--- src/xcfp_pkg.sv ---
// Shared types and constants for the XOR-checked frame parser.
// Used by every module of the block; depends on nothing.
`timescale 1ns / 1ps

package xcfp_pkg;

  // Default payload buffer depth, in bytes per bank.
  localparam int unsigned MAX_DATA_LEN_DEF = 32;

  // Register reset values.
  localparam logic [7:0] FIRST_HEADER_RST  = 8'h55;
  localparam logic [7:0] SECOND_HEADER_RST = 8'h55;
  localparam logic [7:0] TAIL_BYTE_RST     = 8'hAA;
  localparam logic [6:0] MAX_PAYLOAD_RST   = 7'd32;

  // Configuration register indexes.
  typedef enum logic [1:0] {
    CFG_FIRST_HEADER  = 2'd0,
    CFG_SECOND_HEADER = 2'd1,
    CFG_TAIL_BYTE     = 2'd2,
    CFG_MAX_PAYLOAD   = 2'd3
  } cfg_idx_e;

  typedef struct packed {
    logic [7:0] first_header;
    logic [7:0] second_header;
    logic [7:0] tail_byte;
    logic [6:0] max_payload;
  } cfg_t;

  // Parser phases of the front end.
  typedef enum logic [2:0] {
    PH_HUNT1 = 3'd0,
    PH_HEAD2 = 3'd1,
    PH_CMD   = 3'd2,
    PH_LEN   = 3'd3,
    PH_DATA  = 3'd4,
    PH_CHECK = 3'd5,
    PH_TAIL  = 3'd6
  } parse_phase_e;

  // Replay states of the back end.
  typedef enum logic [1:0] {
    BK_IDLE = 2'd0,
    BK_READ = 2'd1,
    BK_LOAD = 2'd2
  } back_state_e;

  // One accepted frame, handed from front to back.
  typedef struct packed {
    logic [7:0] command;
    logic [6:0] length;
    logic       bank;
  } frame_desc_t;

  typedef struct packed {
    logic full;
    logic empty;
  } queue_stat_t;

endpackage

--- src/xcfp_front.sv ---
// Front end of the frame parser: header/length/checksum/tail state machine.
// Writes payload bytes into the back end's buffer and pushes frame descriptors.
// Depends on xcfp_pkg.
`timescale 1ns / 1ps

module xcfp_front #(
  parameter int unsigned MAX_DATA_LEN = xcfp_pkg::MAX_DATA_LEN_DEF,
  parameter int unsigned IdxW = (MAX_DATA_LEN > 1) ? $clog2(MAX_DATA_LEN) : 1
) (
  input  logic                  clk_i,
  input  logic                  rst_ni,
  input  xcfp_pkg::cfg_t        cfg_i,
  input  logic                  in_valid_i,
  output logic                  in_stall_o,
  input  logic [7:0]            rx_byte_i,
  input  xcfp_pkg::queue_stat_t q_stat_i,
  output logic                  push_o,
  output xcfp_pkg::frame_desc_t desc_o,
  output logic                  wr_en_o,
  output logic [IdxW:0]         wr_addr_o,
  output logic [7:0]            wr_data_o
);
  import xcfp_pkg::*;

  localparam int unsigned CntW = $clog2(MAX_DATA_LEN + 1);

  parse_phase_e    phase_q, phase_d;
  logic [7:0]      cmd_q, cmd_d;
  logic [6:0]      len_q, len_d;
  logic [CntW-1:0] fill_q, fill_d;
  logic [7:0]      xor_q, xor_d;
  logic            bank_q, bank_d;

  logic            accept;
  logic [6:0]      limit;
  logic [CntW-1:0] fill_inc;
  logic            len_ok;
  logic            data_done;

  // Both payload banks are owned by the back end while the queue is full.
  assign in_stall_o = q_stat_i.full;
  assign accept     = in_valid_i & ~q_stat_i.full;

  assign limit     = (cfg_i.max_payload > 7'(MAX_DATA_LEN)) ? 7'(MAX_DATA_LEN)
                                                            : cfg_i.max_payload;
  assign len_ok    = ({1'b0, limit} >= rx_byte_i);
  assign fill_inc  = fill_q + CntW'(1);
  assign data_done = (7'(fill_inc) >= len_q);

  // Next phase.
  always_comb begin
    phase_d = phase_q;
    if (accept) begin
      unique case (phase_q)
        PH_HUNT1: if (rx_byte_i == cfg_i.first_header) phase_d = PH_HEAD2;
        PH_HEAD2: phase_d = (rx_byte_i == cfg_i.second_header) ? PH_CMD : PH_HUNT1;
        PH_CMD:   phase_d = PH_LEN;
        PH_LEN: begin
          if (rx_byte_i == 8'd0) phase_d = PH_CHECK;
          else if (len_ok)       phase_d = PH_DATA;
          else                   phase_d = PH_HUNT1;
        end
        PH_DATA:  if (data_done) phase_d = PH_CHECK;
        PH_CHECK: phase_d = (rx_byte_i == xor_q) ? PH_TAIL : PH_HUNT1;
        PH_TAIL:  phase_d = PH_HUNT1;
        default:  phase_d = PH_HUNT1;
      endcase
    end
  end

  // Datapath updates and outputs.
  always_comb begin
    cmd_d     = cmd_q;
    len_d     = len_q;
    fill_d    = fill_q;
    xor_d     = xor_q;
    bank_d    = bank_q;
    push_o    = 1'b0;
    wr_en_o   = 1'b0;
    wr_addr_o = {bank_q, fill_q[IdxW-1:0]};
    wr_data_o = rx_byte_i;
    if (accept) begin
      unique case (phase_q)
        PH_CMD: cmd_d = rx_byte_i;
        PH_LEN: begin
          fill_d = '0;
          xor_d  = '0;
          if (rx_byte_i == 8'd0)  len_d = '0;
          else if (len_ok)        len_d = rx_byte_i[6:0];
        end
        PH_DATA: begin
          wr_en_o = 1'b1;
          fill_d  = fill_inc;
          xor_d   = xor_q ^ rx_byte_i;
        end
        PH_TAIL: begin
          if (rx_byte_i == cfg_i.tail_byte) begin
            push_o = 1'b1;
            bank_d = ~bank_q;
          end
        end
        default: ;
      endcase
    end
  end

  assign desc_o = '{command: cmd_q, length: len_q, bank: bank_q};

  always_ff @(posedge clk_i or negedge rst_ni) begin
    if (!rst_ni) begin
      phase_q <= PH_HUNT1;
      cmd_q   <= '0;
      len_q   <= '0;
      fill_q  <= '0;
      xor_q   <= '0;
      bank_q  <= 1'b0;
    end else begin
      phase_q <= phase_d;
      cmd_q   <= cmd_d;
      len_q   <= len_d;
      fill_q  <= fill_d;
      xor_q   <= xor_d;
      bank_q  <= bank_d;
    end
  end

endmodule

--- src/xcfp_queue.sv ---
// Two-entry descriptor queue between the front and back ends.
// One entry per payload bank. Depends on xcfp_pkg.
`timescale 1ns / 1ps

module xcfp_queue (
  input  logic                  clk_i,
  input  logic                  rst_ni,
  input  logic                  push_i,
  input  xcfp_pkg::frame_desc_t desc_i,
  input  logic                  pop_i,
  output xcfp_pkg::frame_desc_t head_o,
  output xcfp_pkg::queue_stat_t stat_o
);
  import xcfp_pkg::*;

  frame_desc_t entry_q [2];
  logic        wr_ptr_q, rd_ptr_q;
  logic [1:0]  count_q, count_d;

  assign head_o       = entry_q[rd_ptr_q];
  assign stat_o.full  = (count_q == 2'd2);
  assign stat_o.empty = (count_q == 2'd0);

  always_comb begin
    count_d = count_q;
    if (push_i && !pop_i)      count_d = count_q + 2'd1;
    else if (pop_i && !push_i) count_d = count_q - 2'd1;
  end

  always_ff @(posedge clk_i) begin
    if (push_i) entry_q[wr_ptr_q] <= desc_i;
  end

  always_ff @(posedge clk_i or negedge rst_ni) begin
    if (!rst_ni) begin
      wr_ptr_q <= 1'b0;
      rd_ptr_q <= 1'b0;
      count_q  <= '0;
    end else begin
      if (push_i) wr_ptr_q <= ~wr_ptr_q;
      if (pop_i)  rd_ptr_q <= ~rd_ptr_q;
      count_q <= count_d;
    end
  end

endmodule

--- src/xcfp_back.sv ---
// Back end of the frame parser: two-bank payload buffer and result replay.
// Reads one byte per result and holds it in an output register. Depends on xcfp_pkg.
`timescale 1ns / 1ps

module xcfp_back #(
  parameter int unsigned MAX_DATA_LEN = xcfp_pkg::MAX_DATA_LEN_DEF,
  parameter int unsigned IdxW = (MAX_DATA_LEN > 1) ? $clog2(MAX_DATA_LEN) : 1
) (
  input  logic                  clk_i,
  input  logic                  rst_ni,
  input  logic                  wr_en_i,
  input  logic [IdxW:0]         wr_addr_i,
  input  logic [7:0]            wr_data_i,
  input  xcfp_pkg::frame_desc_t head_i,
  input  xcfp_pkg::queue_stat_t q_stat_i,
  output logic                  pop_o,
  output logic                  out_valid_o,
  input  logic                  out_stall_i,
  output logic [7:0]            command_o,
  output logic [6:0]            payload_length_o,
  output logic [5:0]            byte_index_o,
  output logic [7:0]            payload_byte_o,
  output logic                  has_payload_o,
  output logic                  last_o
);
  import xcfp_pkg::*;

  localparam int unsigned Depth = 2 ** (IdxW + 1);

  logic [7:0]      mem_q [Depth];
  logic [7:0]      rd_data_q;

  back_state_e     state_q, state_d;
  logic [IdxW-1:0] idx_q, idx_d;

  logic            out_valid_q, out_valid_d;
  logic [7:0]      cmd_q;
  logic [6:0]      len_q;
  logic [5:0]      index_q;
  logic [7:0]      byte_q;
  logic            has_q;
  logic            last_q;

  logic            slot_free;
  logic            empty_frame;
  logic            final_one;
  logic            rd_en;
  logic            load;

  assign slot_free   = ~out_valid_q | ~out_stall_i;
  assign empty_frame = (head_i.length == 7'd0);
  assign final_one   = empty_frame | ((7'(idx_q) + 7'd1) == head_i.length);

  // Next state.
  always_comb begin
    state_d = state_q;
    unique case (state_q)
      BK_IDLE: begin
        if (!q_stat_i.empty) state_d = empty_frame ? BK_LOAD : BK_READ;
      end
      BK_READ: state_d = BK_LOAD;
      BK_LOAD: begin
        if (slot_free) state_d = final_one ? BK_IDLE : BK_READ;
      end
      default: state_d = BK_IDLE;
    endcase
  end

  // Outputs of the replay sequencer.
  always_comb begin
    rd_en = 1'b0;
    load  = 1'b0;
    pop_o = 1'b0;
    idx_d = idx_q;
    unique case (state_q)
      BK_IDLE: idx_d = '0;
      BK_READ: rd_en = 1'b1;
      BK_LOAD: begin
        if (slot_free) begin
          load  = 1'b1;
          pop_o = final_one;
          idx_d = idx_q + IdxW'(1);
        end
      end
      default: ;
    endcase
  end

  assign out_valid_d = load | (out_valid_q & out_stall_i);

  always_ff @(posedge clk_i) begin
    if (wr_en_i) mem_q[wr_addr_i] <= wr_data_i;
    if (rd_en)   rd_data_q <= mem_q[{head_i.bank, idx_q}];
  end

  always_ff @(posedge clk_i) begin
    if (load) begin
      cmd_q   <= head_i.command;
      len_q   <= head_i.length;
      index_q <= empty_frame ? 6'd0 : 6'(idx_q);
      byte_q  <= empty_frame ? 8'd0 : rd_data_q;
      has_q   <= ~empty_frame;
      last_q  <= final_one;
    end
  end

  always_ff @(posedge clk_i or negedge rst_ni) begin
    if (!rst_ni) begin
      state_q     <= BK_IDLE;
      idx_q       <= '0;
      out_valid_q <= 1'b0;
    end else begin
      state_q     <= state_d;
      idx_q       <= idx_d;
      out_valid_q <= out_valid_d;
    end
  end

  assign out_valid_o      = out_valid_q;
  assign command_o        = cmd_q;
  assign payload_length_o = len_q;
  assign byte_index_o     = index_q;
  assign payload_byte_o   = byte_q;
  assign has_payload_o    = has_q;
  assign last_o           = last_q;

endmodule

--- src/xor_checked_frame_parser.sv ---
// Top level of the XOR-checked frame parser: configuration registers and wiring.
// Instantiates xcfp_front, xcfp_queue and xcfp_back; depends on xcfp_pkg.
`timescale 1ns / 1ps

// The parser takes one received byte per input transaction and recognizes
// frames of the form first header, second header, command, length, payload,
// XOR of the payload, tail. A length above the smaller of max_payload and
// MAX_DATA_LEN, a wrong second header, a checksum mismatch or a wrong tail
// drops the frame, and hunting for the first header starts with the next
// byte. Input bytes are taken at one per clock while in_stall_o is low. An
// accepted frame is replayed from a payload buffer as one output transaction
// per payload byte (last set on the final one), or as a single empty
// transaction for a zero-length frame. Each payload byte is read from the
// buffer into a registered read (BK_READ), then loaded into the output
// registers (BK_LOAD); an empty frame skips the read. The buffer has two
// banks, so one frame can be received while the previous one is replayed;
// input stalls whenever two accepted frames hold both banks, until the older
// one has been fully replayed. There is no clearing pass after reset.
// Configuration writes must be made while the block is idle.

module xor_checked_frame_parser #(
  parameter int unsigned MAX_DATA_LEN = xcfp_pkg::MAX_DATA_LEN_DEF
) (
  input  logic       clk_i,
  input  logic       rst_ni,
  input  logic       cfg_we_i,
  input  logic [1:0] cfg_idx_i,
  input  logic [7:0] cfg_data_i,
  input  logic       in_valid_i,
  output logic       in_stall_o,
  input  logic [7:0] rx_byte_i,
  output logic       out_valid_o,
  input  logic       out_stall_i,
  output logic [7:0] command_o,
  output logic [6:0] payload_length_o,
  output logic [5:0] byte_index_o,
  output logic [7:0] payload_byte_o,
  output logic       has_payload_o,
  output logic       last_o
);
  import xcfp_pkg::*;

  // Index width of one payload bank; the bank bit sits above it.
  localparam int unsigned IdxW = (MAX_DATA_LEN > 1) ? $clog2(MAX_DATA_LEN) : 1;

  cfg_t        cfg_q;
  frame_desc_t push_desc;
  frame_desc_t head_desc;
  queue_stat_t q_stat;
  logic        q_push;
  logic        q_pop;
  logic        wr_en;
  logic [IdxW:0] wr_addr;
  logic [7:0]  wr_data;

  // Configuration registers. Values are taken at their register width.
  always_ff @(posedge clk_i or negedge rst_ni) begin
    if (!rst_ni) begin
      cfg_q.first_header  <= FIRST_HEADER_RST;
      cfg_q.second_header <= SECOND_HEADER_RST;
      cfg_q.tail_byte     <= TAIL_BYTE_RST;
      cfg_q.max_payload   <= MAX_PAYLOAD_RST;
    end else if (cfg_we_i) begin
      unique case (cfg_idx_e'(cfg_idx_i))
        CFG_FIRST_HEADER:  cfg_q.first_header  <= cfg_data_i;
        CFG_SECOND_HEADER: cfg_q.second_header <= cfg_data_i;
        CFG_TAIL_BYTE:     cfg_q.tail_byte     <= cfg_data_i;
        CFG_MAX_PAYLOAD:   cfg_q.max_payload   <= cfg_data_i[6:0];
        default: ;
      endcase
    end
  end

  // The front end parses the byte stream and fills the bank it owns.
  xcfp_front #(
    .MAX_DATA_LEN(MAX_DATA_LEN),
    .IdxW        (IdxW)
  ) u_front (
    .clk_i     (clk_i),
    .rst_ni    (rst_ni),
    .cfg_i     (cfg_q),
    .in_valid_i(in_valid_i),
    .in_stall_o(in_stall_o),
    .rx_byte_i (rx_byte_i),
    .q_stat_i  (q_stat),
    .push_o    (q_push),
    .desc_o    (push_desc),
    .wr_en_o   (wr_en),
    .wr_addr_o (wr_addr),
    .wr_data_o (wr_data)
  );

  // One queue entry per accepted frame; an entry stays until its replay ends,
  // which keeps its bank from being overwritten.
  xcfp_queue u_queue (
    .clk_i (clk_i),
    .rst_ni(rst_ni),
    .push_i(q_push),
    .desc_i(push_desc),
    .pop_i (q_pop),
    .head_o(head_desc),
    .stat_o(q_stat)
  );

  // The back end replays the frame at the queue head.
  xcfp_back #(
    .MAX_DATA_LEN(MAX_DATA_LEN),
    .IdxW        (IdxW)
  ) u_back (
    .clk_i           (clk_i),
    .rst_ni          (rst_ni),
    .wr_en_i         (wr_en),
    .wr_addr_i       (wr_addr),
    .wr_data_i       (wr_data),
    .head_i          (head_desc),
    .q_stat_i        (q_stat),
    .pop_o           (q_pop),
    .out_valid_o     (out_valid_o),
    .out_stall_i     (out_stall_i),
    .command_o       (command_o),
    .payload_length_o(payload_length_o),
    .byte_index_o    (byte_index_o),
    .payload_byte_o  (payload_byte_o),
    .has_payload_o   (has_payload_o),
    .last_o          (last_o)
  );

  // A frame is never committed while both banks are still owned by replay.
  assert property (@(posedge clk_i) disable iff (!rst_ni) q_push |-> !q_stat.full)
    else $error("frame committed with both payload banks busy");

  // Replay only finishes a frame that is queued.
  assert property (@(posedge clk_i) disable iff (!rst_ni) q_pop |-> !q_stat.empty)
    else $error("replay finished with no frame queued");

  // An empty-frame result is a single, final result with zero data.
  assert property (@(posedge clk_i) disable iff (!rst_ni)
    (out_valid_o && !has_payload_o) |->
      (last_o && payload_byte_o == 8'd0 && byte_index_o == 6'd0 &&
       payload_length_o == 7'd0))
    else $error("malformed empty-frame result");

  // A frame is written into a bank only while the queue has room for it.
  assert property (@(posedge clk_i) disable iff (!rst_ni) wr_en |-> !q_stat.full)
    else $error("payload write into a bank still under replay");

endmodule
--- config.mk ---
export PLATFORM = sky130hd
export DESIGN_NAME = xor_checked_frame_parser
export DESIGN_NICKNAME = d
export VERILOG_FILES = /design/src/xcfp_pkg.sv /design/src/xcfp_front.sv /design/src/xcfp_queue.sv /design/src/xcfp_back.sv /design/src/xor_checked_frame_parser.sv
export SDC_FILE = /design/constraint.sdc
export NUM_CORES = 1
export LEC_CHECK = 0
export BUFFER_PORTS_ARGS = -buffer_cell sky130_fd_sc_hd__buf_2
export CAP_MARGIN = 20
export CORE_MARGIN = 5
export CORE_UTILIZATION = 30
export CTS_CLUSTER_DIAMETER = 30
export DETAILED_ROUTE_END_ITERATION = 12
export PLACE_DENSITY = 0.45
export SYNTH_ARGS = -nofsm -noshare
export SYNTH_HDL_FRONTEND = slang
export SYNTH_SLANG_ARGS = --single-unit
--- constraint.sdc ---
create_clock -name clk_i -period 3.1 [get_ports clk_i]
set_clock_uncertainty 0.1 [all_clocks]
set_input_delay 0.31 -clock clk_i [delete_from_list [all_inputs] [get_ports clk_i]]
set_output_delay 0.31 -clock clk_i [all_outputs]
set_load 0.05 [all_outputs]
After elaboration in Yosys (flattened, before gate mapping):

Memory sizes are Yosys's and may differ from the RTL's. A register that Yosys moved wholly into a read port is not among the register bits.
Cells that the tools add are included.

* magnitude comparators: 3
* multiplexer cells: 35
* equal/unequal tests: 21
* reduce and logical (&&, ||, !) cells: 25
* add/sub/neg operators: 5
* bitwise operators: 13

Operators with widths (count)
* 8-bit equality test: 4
* 7-bit two-way mux: 3
* 3-bit case mux with 6 select lines: 1
* 8-bit case mux with 2 select lines: 1
* 2-bit AND reduction: 8
* 1-bit two-way mux: 15
* 3-bit two-way mux: 5
* 2-bit two-way mux: 6
* 6-bit case mux with 2 select lines: 1
* 5-bit case mux with 2 select lines: 1
* 3-bit equality test, second input constant: 3
* 3-bit AND reduction: 3
* 2-bit equality test, second input constant: 4
* 7-bit by 8-bit >= comparator with 1-bit output: 1
* 8-bit logical NOT: 1
* 2-bit nonzero test: 4
* 8-bit XOR: 1
* 7-bit equality test: 1
* 6-bit by 7-bit >= comparator with 1-bit output: 1
* 7-bit by 6-bit > comparator with 1-bit output, second input constant: 1
* 7-bit logical NOT: 1
* 1-bit inverter: 7
* 5-bit by 1-bit adder with 6-bit output, second input constant: 1
* 6-bit by 1-bit adder with 6-bit output, second input constant: 1
* 16 further kinds: 27

* memories: 2
* input bits: 23
* bits in registers: 107
* bits in writable memories: 544

Memories
* u_back.mem_q: depth 64, width 8, rd ports 1, clocked after memory_dff 1, wr ports 1, RTL line xcfp_back.sv:30 `logic [7:0] mem_q [Depth];`
* u_queue.entry_q: depth 2, width 16, rd ports 1, clocked after memory_dff 0, wr ports 1, RTL line xcfp_queue.sv:16 `frame_desc_t entry_q [2];`

Depth between registers and ports, before layout:

Gate-level depths: netlist of run 1.

* depth after elaboration: 8
* depth in mapped cells: 13
* gate-level depth less buffers: 11

By module:

A second synthesis of run 1 with hierarchy kept.

* cells, all modules: 1463
* area total of the unflattened synthesis: 26623.0 µm²

Modules (own cells, without submodules)
* xcfp_back: times used 1, area each 21645.8 µm², cells an instance 1078, seq. area each 16716.0 µm²
* xcfp_front: times used 1, area each 2397.3 µm², cells an instance 253, seq. area each 825.8 µm²
* xcfp_queue: times used 1, area each 1392.6 µm², cells an instance 66, seq. area each 1061.0 µm²
* xor_checked_frame_parser: times used 1, area each 1187.4 µm², cells an instance 66, seq. area each 792.0 µm²

Worst setup path after synthesis of run 1:

Ideal clock, no wire load.

* path kind: reg2reg
* from: reg u_back.out_valid_q, in the netlist u_back.out_valid_o
* to: reg u_queue.count_q[1]
* buffers on the path: 0
* path slack: -237 ps
* cell stages (with the launch flop): 9
* arrival time: 3158 ps
* period minus slack after synthesis: 3337 ps
* cell sequence: dfrtp_1 -> nand2_1 -> nand2b_1 -> nor2_1 -> a21boi_2 -> inv_1 -> ha_1 -> nor2_1 -> xor2_1

* cells in the longest elaborated chain, start to end: 7

RTL lines
* start, declared: RTL line xcfp_back.sv:36 `logic out_valid_q, out_valid_d;`
* start signal, assigned: RTL line xcfp_back.sv:115 `out_valid_q <= out_valid_d;`
* 1-bit inverter (*): RTL line xcfp_back.sv:50 `assign slot_free = ~out_valid_q | ~out_stall_i;`
* 1-bit OR (*): RTL line xcfp_back.sv:50
* 1-bit two-way mux (*): RTL line xcfp_back.sv:79 `if (slot_free) begin`
* 1-bit two-way mux (*): RTL line xcfp_back.sv:75 `unique case (state_q)`
* 1-bit logical NOT: RTL line xcfp_queue.sv:26 `if (push_i && !pop_i) count_d = count_q + 2'd1;`
* 1-bit logical AND: RTL line xcfp_queue.sv:26
* 2-bit two-way mux or 2-bit nonzero test (tied branches)
* end signal, assigned: RTL line xcfp_queue.sv:42 `count_q <= count_d;`
* end, declared: RTL line xcfp_queue.sv:18 `logic [1:0] count_q, count_d;`

Every way passes the cells marked *; elsewhere a longest branch is shown, timed or not.
A chain may end at the register's enable or synchronous reset.

==> out/qor.txt, run 1 <==
CP Data Required Time: 3.41 ns
1st-iter DRT viols: 986
Vias/cell: 4.72
Post-synth top flop: edfxtp_1
Syn Inst Count: 1,363
run status: complete, no violations
IO Pins: 56
Final Hold Fails: 0
die width: 306 µm
final setup fails: 0
DP Area: 28,800 µm²
clock slew at reported path FFs: 0.04 ns
Slew @ Worst Pin: 0.854 ns
port bufs: 54
Final Cycle Share: 95.7%
unrepaired setup endpoints after global routing: no
R2R setup slack: 0.13 ns
Hold Path Class: input pin to async pin
largest net degree at the start of global routing: 72
Core Region: 86,900 µm²
post-layout min period: 2.97 ns
post-route cell area: 33,800 µm²
sequential share of the synthesized area: 73.7%
vias in the first global route: 14,900
Post-CTS Hold Fix Bufs: 15
Yosys top cell area share: 66.4%
Die ar.: 93,800 µm²
first-pass GRT wire length: 103 mm
gpl congestion: 0.784
Pleak: 11.5 nW
starting density of the core: 30.3%
CTS sink count: 658
DR WL/cell: 23.7 µm
Synth cell types: 55
Peak VDD IR: 0.448 mV
EDFF count, synth: 582
Worst Setup End Kind: flop
routed via count: 13,700
1st-pass router iterations: 5
Achievable Freq: 337 MHz
CP Class: flop to flop
arrival time at the worst endpoint: 3.28 ns
Synth warnings: 0
fin. max-slew vios: 0
Post-route DRC: 0
Sum Neg Setup Slack: 0 ns
register bit total from synthesis: 658
area grow syn2layout: 28.3%
Clock Path Buffers: 3
Root Driver: clkbuf_16
post-CTS sizing: 0
die height: 306 µm
Post-Syn Area: 26,300 µm²
nets@finish: 1,671
fraction of layout instances using a drive strength above 1: 35.1%
Synth area leaders: edfxtp_1, mux4_2, dfrtp_1
initial antenna violation count: 1
TritonCTS clock tree: built
Synth area leader: edfxtp_1
max-cap violation count: 0
worst skew pair latency: 0.69 ns
cell row count: 108
total CTS buffers: 148
CP startpoint kind: flop
DP HPWL: 43.7 mm
Avg Cell Area, Syn: 19.3 µm²
global router's overall resource usage: 14.8%
Async SR Flop Fraction: 11.6%
number of post-CTS setup repair buffers: 0
Routed Antenna Nets: 0
Slew headroom: 43.1%
# diodes: 0
critical path peak fanout: 24
routed wire length: 68.9 mm
H-tree Lvls: 4
GR Overflow Total: 0
pwr dens: 893 nW/µm²
-- stage by stage --
stage	setup slack, ns	util (%)	power [mW]	hold slack, ns	std cells
floorplan	0.276	-	13.9	-0.0856	1364
global placement	0.105	33.1	15.4	0.236	2622
detailed placement	0.132	33.1	15.5	0.241	2622
CTS	0.113	38.9	30.6	0.0374	2905
global route	0.0259	38.9	31.4	0.0783	2905
finish	0.133	38.9	30.1	0.0480	2905
-- report_power, final --
part | switching, mW | leakage (nW) | internal [mW]
Clock | 4.75 | 2.35 | 10.2
Sequential | 0.321 | 6.14 | 10.3
Combinational | 2.58 | 2.96 | 2.05
-- worst paths after layout --
path,start,to,depth (start not counted)
hold / removal,rst_ni,u_front.cmd_q[5],2
hold reg to reg,u_front.cmd_q[1],u_queue.entry_q[0][9],0
setup / recovery,u_back.idx_q[0],u_back.rd_data_q[6],6
min in group clk_i,cfg_idx_i[0],cfg_q[30],4
setup reg to reg,u_back.idx_q[0],u_back.rd_data_q[6],6
max in group asynchronous,rst_ni,cfg_q[10],3
-- cells by family (layout without fill, tap and decap cells) --
logic type	Yosys count	count (layout)	share of synthesized area (%)
other cells	1	2	0.0142
simple gates	215	215	3.93
mux	215	215	15.6
compound gates	115	115	2.80
buf+inv	99	485	1.67
fa+ha+maj	16	16	0.761
xor+xnor	44	44	1.52
flops	658	658	73.7
-- synthesized netlist by cell type (3+ instances only) --
cell type,n
edfxtp_1,582
mux4_2,152
nor2_1,96
dfrtp_1,63
mux2_2,43
clkbuf_1,40
o21ai_0,40
nand2_1,32
xnor2_1,27
inv_1,26
nor2b_1,20
mux2i_1,19
a21oi_1,18
ha_1,16
xor2_1,16
buf_2,15
nand3_1,15
dfstp_2,13
a22oi_1,12
a211oi_1,10
nand2b_1,9
a22o_1,8
buf_1,8
o22ai_1,8
o31ai_1,8
and2_1,7
nand3b_1,7
nand4_1,6
nor3_1,6
buf_4,5
buf_6,4
or3_1,4
or4_1,3
-- layout make-up --
cell class	instances	area [µm²]
sequential	658	19400
clock buffer	175	3910
fill	7904	53100
clock inverter	93	937
multi-input combinational	607	6500
tap	1155	1450
inverter	26	97.6
timing repair buffer	191	1460
-- layer usage --
| metal | global-route usage (%) | share of wire, % |
|---|---|---|
| met4 | 4.42 | 1.6 |
| met3 | 3.11 | 4.4 |
| met5 | 0 | 0 |
| met1 | 20.4 | 45 |
| met2 | 24.0 | 49 |
-- registers in the layout, indices dropped and copies added, names as in the netlist, 8 cells and up --
register,flops
u_back.mem_q,512
u_queue.entry_q,32
cfg_q,31
u_back.command_o,8
u_back.payload_byte_o,8
u_back.rd_data_q,8
u_front.cmd_q,8
u_front.xor_q,8
-- cells in the final DEF, fill, tap and decap left out, types with 21 or more instances in the layout --
| master | netlist | routed |
|---|---|---|
| buf_2 | 15 | 53 |
| buf_4 | 5 | 113 |
| clkbuf_1 | 40 | 21 |
| clkbuf_16 | 0 | 152 |
| clkinv_1 | 0 | 29 |
| clkinv_2 | 0 | 24 |
| dfrtp_1 | 63 | 59 |
| edfxtp_1 | 582 | 582 |
| inv_1 | 26 | 26 |
| mux2_2 | 43 | 43 |
| mux4_2 | 152 | 152 |
| nand2_1 | 32 | 32 |
| nor2_1 | 96 | 95 |
| o21ai_0 | 40 | 40 |
| xnor2_1 | 27 | 27 |
-- critical path, cell delays in order, from the launching register on --
cell and delay, ns:
dfrtp_4 0.55, buf_12 0.26, buf_12 0.21, mux4_2 0.53
mux4_2 0.49, a22oi_1 0.32, o21ai_0 0.18
(Power assumes the default switching activity.)
==> run 2: changes to the inputs <==
- CORE_UTILIZATION: 30 -> 25
- PLACE_DENSITY: 0.45 -> 0.39
==> run 2 against run 1 <==
Effect of this change:
- clock power up 16%
- routed wire length up 4.1%
- sequential power about the same
- via count up 0.88%
- clock-buffer cell count up 13
- critical endpoint is now u_back.rd_data_q[7]
- critical path type unchanged
- combinational power up 2%
==> out/qor.txt, run 2 (same netlist as run 1, synthesis figures left out) <==
met1 usage: 17.3% (was 20.4%)
max-cap violation count: 0 (unchanged)
die height: 334 µm (was 306 µm)
Peak VDD IR: 0.417 mV (was 0.448 mV)
fraction of layout instances using a drive strength above 1: 37.1% (was 35.1%)
Final Hold Fails: 0 (unchanged)
arrival time at the worst endpoint: 3.34 ns (was 3.28 ns)
most common cell after layout, fill and taps aside: edfxtp_1 (unchanged)
worst skew pair latency: 0.73 ns (was 0.69 ns)
routing usage on met3: 3.29% (was 3.11%)
Routed Antenna Nets: 0 (unchanged)
Root Driver: clkbuf_16 (unchanged)
Hold Path Class: input pin to flop (was input pin to async pin)
final setup fails: 0 (unchanged)
largest net degree at the start of global routing: 68 (was 72)
H-tree Lvls: 4 (unchanged)
met2 Usage GRT: 20.5% (was 24.0%)
Pleak: 11.9 nW (was 11.5 nW)
port bufs: 54 (unchanged)
critical path peak fanout: 21 (was 24)
GR Overflow Total: 0 (unchanged)
Layout fillers: 9,969 (was 7,904)
Sum Neg Setup Slack: 0 ns (unchanged)
routed via count: 13,800 (was 13,700)
clock slew at reported path FFs: 0.04 ns (about the same)
initial antenna violation count: 6 (was 1)
Worst Setup End Kind: flop (unchanged)
Slew headroom: 41.9% (was 43.1%)
CTS sink count: 658 (unchanged)
Post-route DRC: 0 (unchanged)
Vias/cell: 4.34 (was 4.72)
pwr dens: 930 nW/µm² (was 893 nW/µm²)
CP Class: flop to flop (unchanged)
nets@finish: 1,700 (was 1,671)
area grow syn2layout: 33.2% (was 28.3%)
worst hold slack: 0.0617 ns (was 0.0480 ns)
total CTS buffers: 162 (was 148)
Clock Path Buffers: 3 (unchanged)
IO Pins: 56 (unchanged)
DR WL/cell: 22.5 µm (was 23.7 µm)
routed wire length: 71.8 mm (was 68.9 mm)
cell row count: 119 (was 108)
CP Data Required Time: 3.45 ns (was 3.41 ns)
1st-iter DRT viols: 914 (was 986)
Achievable Freq: 334 MHz (was 337 MHz)
Slew @ Worst Pin: 0.871 ns (was 0.854 ns)
busiest layer in global routing: met2 (unchanged)
run status: complete, no violations (unchanged)
number of post-CTS setup repair buffers: 0 (unchanged)
max reg flops: 512 (unchanged)
post-layout min period: 2.99 ns (was 2.97 ns)
starting density of the core: 25.1% (was 30.3%)
vias in the first global route: 15,000 (was 14,900)
Final Cycle Share: 96.6% (was 95.7%)
first-pass GRT wire length: 105 mm (was 103 mm)
1st-pass router iterations: 5 (unchanged)
CP startpoint kind: flop (unchanged)
commonest cells after routing, fill and taps aside: edfxtp_1, clkbuf_16, mux4_2 (was edfxtp_1, mux4_2, clkbuf_16)
global router's overall resource usage: 12.8% (was 14.8%)
gpl congestion: 0.735 (was 0.784)
Post-CTS Hold Fix Bufs: 17 (was 15)
Core Region: 105,000 µm² (was 86,900 µm²)
Top reg by flops: u_back.mem_q (unchanged)
Die ar.: 112,000 µm² (was 93,800 µm²)
TritonCTS clock tree: built (unchanged)
unrepaired setup endpoints after global routing: no (unchanged)
post-CTS sizing: 0 (unchanged)
fin. max-slew vios: 0 (unchanged)
die width: 334 µm (was 306 µm)
DP HPWL: 46.0 mm (was 43.7 mm)
biggest regs: u_back.mem_q: 512 flops, u_queue.entry_q: 32 flops, cfg_q: 31 flops (unchanged)
==> run 2: cell count changes in the layout (fill, tap and decap cells not counted), moves of 2 or more <==
cell       before  now
clkinv_8        1    5
bufinv_16      15   27
clkbuf_8        2    4
inv_16          2    4
inv_6           8    3
clkinv_16       1    5
clkinv_2       24   26
clkinv_1       29   21
buf_4         113  124
clkbuf_16     152  162
clkinv_4        3    6
buf_12         10   13
==> run 2: layer usage <==
layer,share of wire (%),vias to the layer above
li1,-,6130
met1,45,7263
met2,48,342
met3,5.4,102
met4,1.8,0
met5,0,-
==> run 2: layout make-up <==
cell class | count | area (µm²) | share of cell area [%]
Sequential cell | 658 | 19400 | 55.3
Multi-Input combinational cell | 607 | 6500 | 18.5
Timing Repair Buffer | 206 | 1620 | 4.61
Inverter | 26 | 97.6 | 0.278
Antenna cell | 1 | 2.50 | 0.00714
Clock buffer | 188 | 4190 | 12.0
Clock inverter | 109 | 1500 | 4.29
Tap cell | 1391 | 1740 | 4.96
==> run 2: path summary, 6_finish.rpt <==
check                            startpoint                     to  slack, ns  cells after the start
setup / recovery            u_back.idx_q[0]    u_back.rd_data_q[7]       0.11                      5
hold / removal                 cfg_idx_i[0]              cfg_q[27]       0.06                      4
setup reg to reg            u_back.idx_q[0]    u_back.rd_data_q[7]       0.11                      5
hold reg to reg            u_front.cmd_q[1]  u_queue.entry_q[1][9]       0.37                      0
max in group asynchronous            rst_ni              cfg_q[21]       1.91                      4
min in group asynchronous            rst_ni              cfg_q[23]       0.56                      3
==> run 2: worst max-delay path: stages (launching register included) <==
cell and delay [ns]:
dfrtp_4 0.59, buf_12 0.25, mux4_2 0.56, mux4_2 0.53, a22oi_1 0.54, nand2_1 0.10
==> run 2: metrics by stage <==
step,std cells,setup slack (ns),util [%],power (mW),cell area (µm²)
finish,3186,0.107,33.4,32.6,35100
global route,3185,0.0229,33.4,33.9,35100
CTS,3185,0.0617,33.4,33.1,35100
detailed placement,2871,0.0826,27.8,15.6,29200
global placement,2871,0.0939,27.8,15.6,29200
floorplan,1364,0.276,-,13.9,26300
==> run 2: where the power goes <==
part           switching [mW]  total (mW)  internal (mW)
combinational            2.63        4.74           2.11
clock                    5.33        17.3           11.9
sequential              0.324        10.6           10.3
total                    8.28        32.6           24.3
==> run 3: changes to the inputs <==
- GPL_TIMING_DRIVEN: not set -> 0
==> run 3 against run 2 <==
Effect of this change:
- sequential share of layout area rose by 0.80 points
- design area fell by 1.5%
- combinational power rose by 4.4%
- worst setup slack got worse by 0.057 ns
- critical path type unchanged
- largest cell class unchanged
==> out/qor.txt, run 3 (same netlist as run 1, synthesis figures left out) <==
run status: complete, no violations (unchanged)
sw power: 8.16 mW (was 8.28 mW)
Die ar.: 112,000 µm² (unchanged)
Vias/cell: 4.39 (was 4.34)
Post-route DRC: 0 (unchanged)
CP startpoint kind: flop (unchanged)
Routed Antenna Nets: 0 (unchanged)
gpl congestion: 0.755 (was 0.735)
highest metal used: met4 (unchanged)
DR WL/cell: 22.7 µm (was 22.5 µm)
Top reg by flops: u_back.mem_q (unchanged)
Flop pwr share: 34.0% (was 32.5%)
Switching Fraction: 26.5% (was 25.4%)
vias in the first global route: 14,900 (was 15,000)
CTS sink count: 658 (unchanged)
Hold Path Class: input pin to flop (unchanged)
Worst Setup End Kind: flop (unchanged)
Worst path slowest cell: mux4_2 (was dfrtp_4)
reg2reg end: u_back.rd_data_q[6] (was u_back.rd_data_q[7])
met1 wire length: 32.3 mm (was 32.2 mm)
hold path depth: 1 (was 4)
post-layout min period: 3.05 ns (was 2.99 ns)
die width: 334 µm (unchanged)
Final Hold Fails: 0 (unchanged)
Min-Delay Startpoint: rx_byte_i[1] (was cfg_idx_i[0])
Logic pwr share: 16.1% (was 14.5%)
routed via count: 13,800 (about the same)
total CTS buffers: 148 (was 162)
initial antenna violation count: 2 (was 6)
GR Overflow Total: 0 (unchanged)
Clock power frac: 50.0% (was 53.0%)
Achievable Freq: 328 MHz (was 334 MHz)
worst hold slack: 0.0383 ns (was 0.0617 ns)
1st-iter DRT viols: 884 (was 914)
arrival time at the worst endpoint: 3.37 ns (was 3.34 ns)
worst skew pair latency: 0.70 ns (was 0.73 ns)
CP Data Required Time: 3.42 ns (was 3.45 ns)
max-cap violation count: 0 (unchanged)
Slew @ Worst Pin: 1.10 ns (was 0.871 ns)
routed wire length: 71.3 mm (was 71.8 mm)
placed cell count: 2,824 (was 2,871)
most common cell after layout, fill and taps aside: edfxtp_1 (unchanged)
fin. max-slew vios: 0 (unchanged)
worst reg2reg startpoint: u_back.idx_q[0] (unchanged)
commonest cells after routing, fill and taps aside: edfxtp_1, mux4_2, clkbuf_16 (was edfxtp_1, clkbuf_16, mux4_2)
WL met3: 3.29 mm (was 3.88 mm)
largest net degree at the start of global routing: 66 (was 68)
clock slew at reported path FFs: 0.05 ns (was 0.04 ns)
final core occ: 32.9% (was 33.4%)
Final Cycle Share: 98.4% (was 96.6%)
DP HPWL: 46.4 mm (was 46.0 mm)
Core Region: 105,000 µm² (unchanged)
Slew headroom: 26.3% (was 41.9%)
WL met2: 34.4 mm (about the same)
starting density of the core: 25.1% (unchanged)
Root Driver: clkbuf_16 (unchanged)
final setup fails: 0 (unchanged)
Max stage delay on crit path: 0.57 ns (was 0.59 ns)
fraction of layout instances using a drive strength above 1: 37.8% (was 37.1%)
TritonCTS clock tree: built (unchanged)
1st-pass router iterations: 5 (unchanged)
first-pass GRT wire length: 104 mm (was 105 mm)
CP Class: flop to flop (unchanged)
Pleak: 11.4 nW (was 11.9 nW)
cell row count: 119 (unchanged)
nets@finish: 1,658 (was 1,700)
fin cells: 3,136 (was 3,186)
hold endpoint: u_back.mem_q[12][1] (was cfg_q[27])
port bufs: 54 (unchanged)
max reg flops: 512 (unchanged)
H-tree Lvls: 4 (unchanged)
die height: 334 µm (unchanged)
biggest regs: u_back.mem_q: 512 flops, u_queue.entry_q: 32 flops, cfg_q: 31 flops (unchanged)
pwr dens: 892 nW/µm² (was 930 nW/µm²)
critical path peak fanout: 10 (was 21)
crit-path cells: buf_4, buf_8, buf_6, mux4_2, mux2i_2, a211oi_1, a22oi_1, o21ai_0 (was buf_12, mux4_2, mux4_2, a22oi_1, nand2_1)
R2R depth: 8 (was 5)
Peak VDD IR: 0.422 mV (was 0.417 mV)
R2R setup slack: 0.05 ns (was 0.11 ns)
area grow syn2layout: 31.2% (was 33.2%)
IO Pins: 56 (unchanged)
internal power: 22.7 mW (was 24.3 mW)
global router's overall resource usage: 12.7% (was 12.8%)
Clock Path Buffers: 3 (unchanged)
run 3: power groups by stage:
stage                     registers (mW)  logic [mW]  clock network [mW]
after floorplan                     11.0        2.88                   0
final                               10.5        4.95                15.4
after CTS                           10.5        5.07                15.7
after detailed placement            10.6        4.94                   0
after global placement              10.6        4.85                   0
after global routing                10.5        5.34                16.3
run 3: what timing repair did:
action | in CTS | in global routing
gates resized for setup | 127 | 29
setup buffers | 13 | 1
hold buffers | 18 | 4
endpoints found under the setup margin | 506 | 401
hold endpoints to repair | 184 | 17
pin swaps | 6 | 1
run 3: worst max path at each step:
stage	startpoint	end	slack, ns	depth (start not counted)
after floorplan	rx_byte_i[1]	u_queue.entry_q[0][0]	0.28	5
after global placement	rx_byte_i[0]	u_queue.entry_q[0][0]	-2.06	6
after detailed placement	rx_byte_i[7]	u_queue.entry_q[1][5]	-1.23	7
after CTS	u_queue.count_q[0]	u_back.mem_q[10][7]	-0.1	7
after global routing	u_back.idx_q[0]	u_back.rd_data_q[4]	-0.01	8
final	u_back.idx_q[0]	u_back.rd_data_q[6]	0.05	8
run 3: critical path, delay by kind of cell, from the launching register on:
family	cells	cell delay [ns]
AOI/OAI and AO/OA	3	0.78
buffers and inverters	3	0.69
DFF	1	0.35
muxes	2	0.82
run 3: layer usage:
metal  global-route usage, %  up-vias
li1                        -     6054
met1                    17.1     7279
met2                    20.4      336
met4                    3.90        0
met5                       0        -
met3                    3.03      104
run 3: stage by stage:
step / setup TNS (ns) / cell area [µm²] / setup slack (ns) / total power, mW
floorplan: 0 / 26300 / 0.276 / 13.9
global placement: -374.29 / 28300 / -2.06 / 15.5
detailed placement: -346.34 / 28600 / -1.23 / 15.6
CTS: -3.04 / 34400 / -0.0997 / 31.3
global route: -0.0152 / 34500 / -0.0144 / 32.1
finish: 0 / 34500 / 0.0499 / 30.8
run 3: cell type report:
cell class | count | area [µm²]
clock buffer | 172 | 3880
antenna | 3 | 7.51
sequential | 658 | 19400
multi-input combinational | 607 | 6910
fill | 10100 | 70400
clock inverter | 101 | 1180
timing repair buffer | 106 | 912
tap | 1391 | 1740
inverter | 26 | 97.6
buffer | 72 | 422
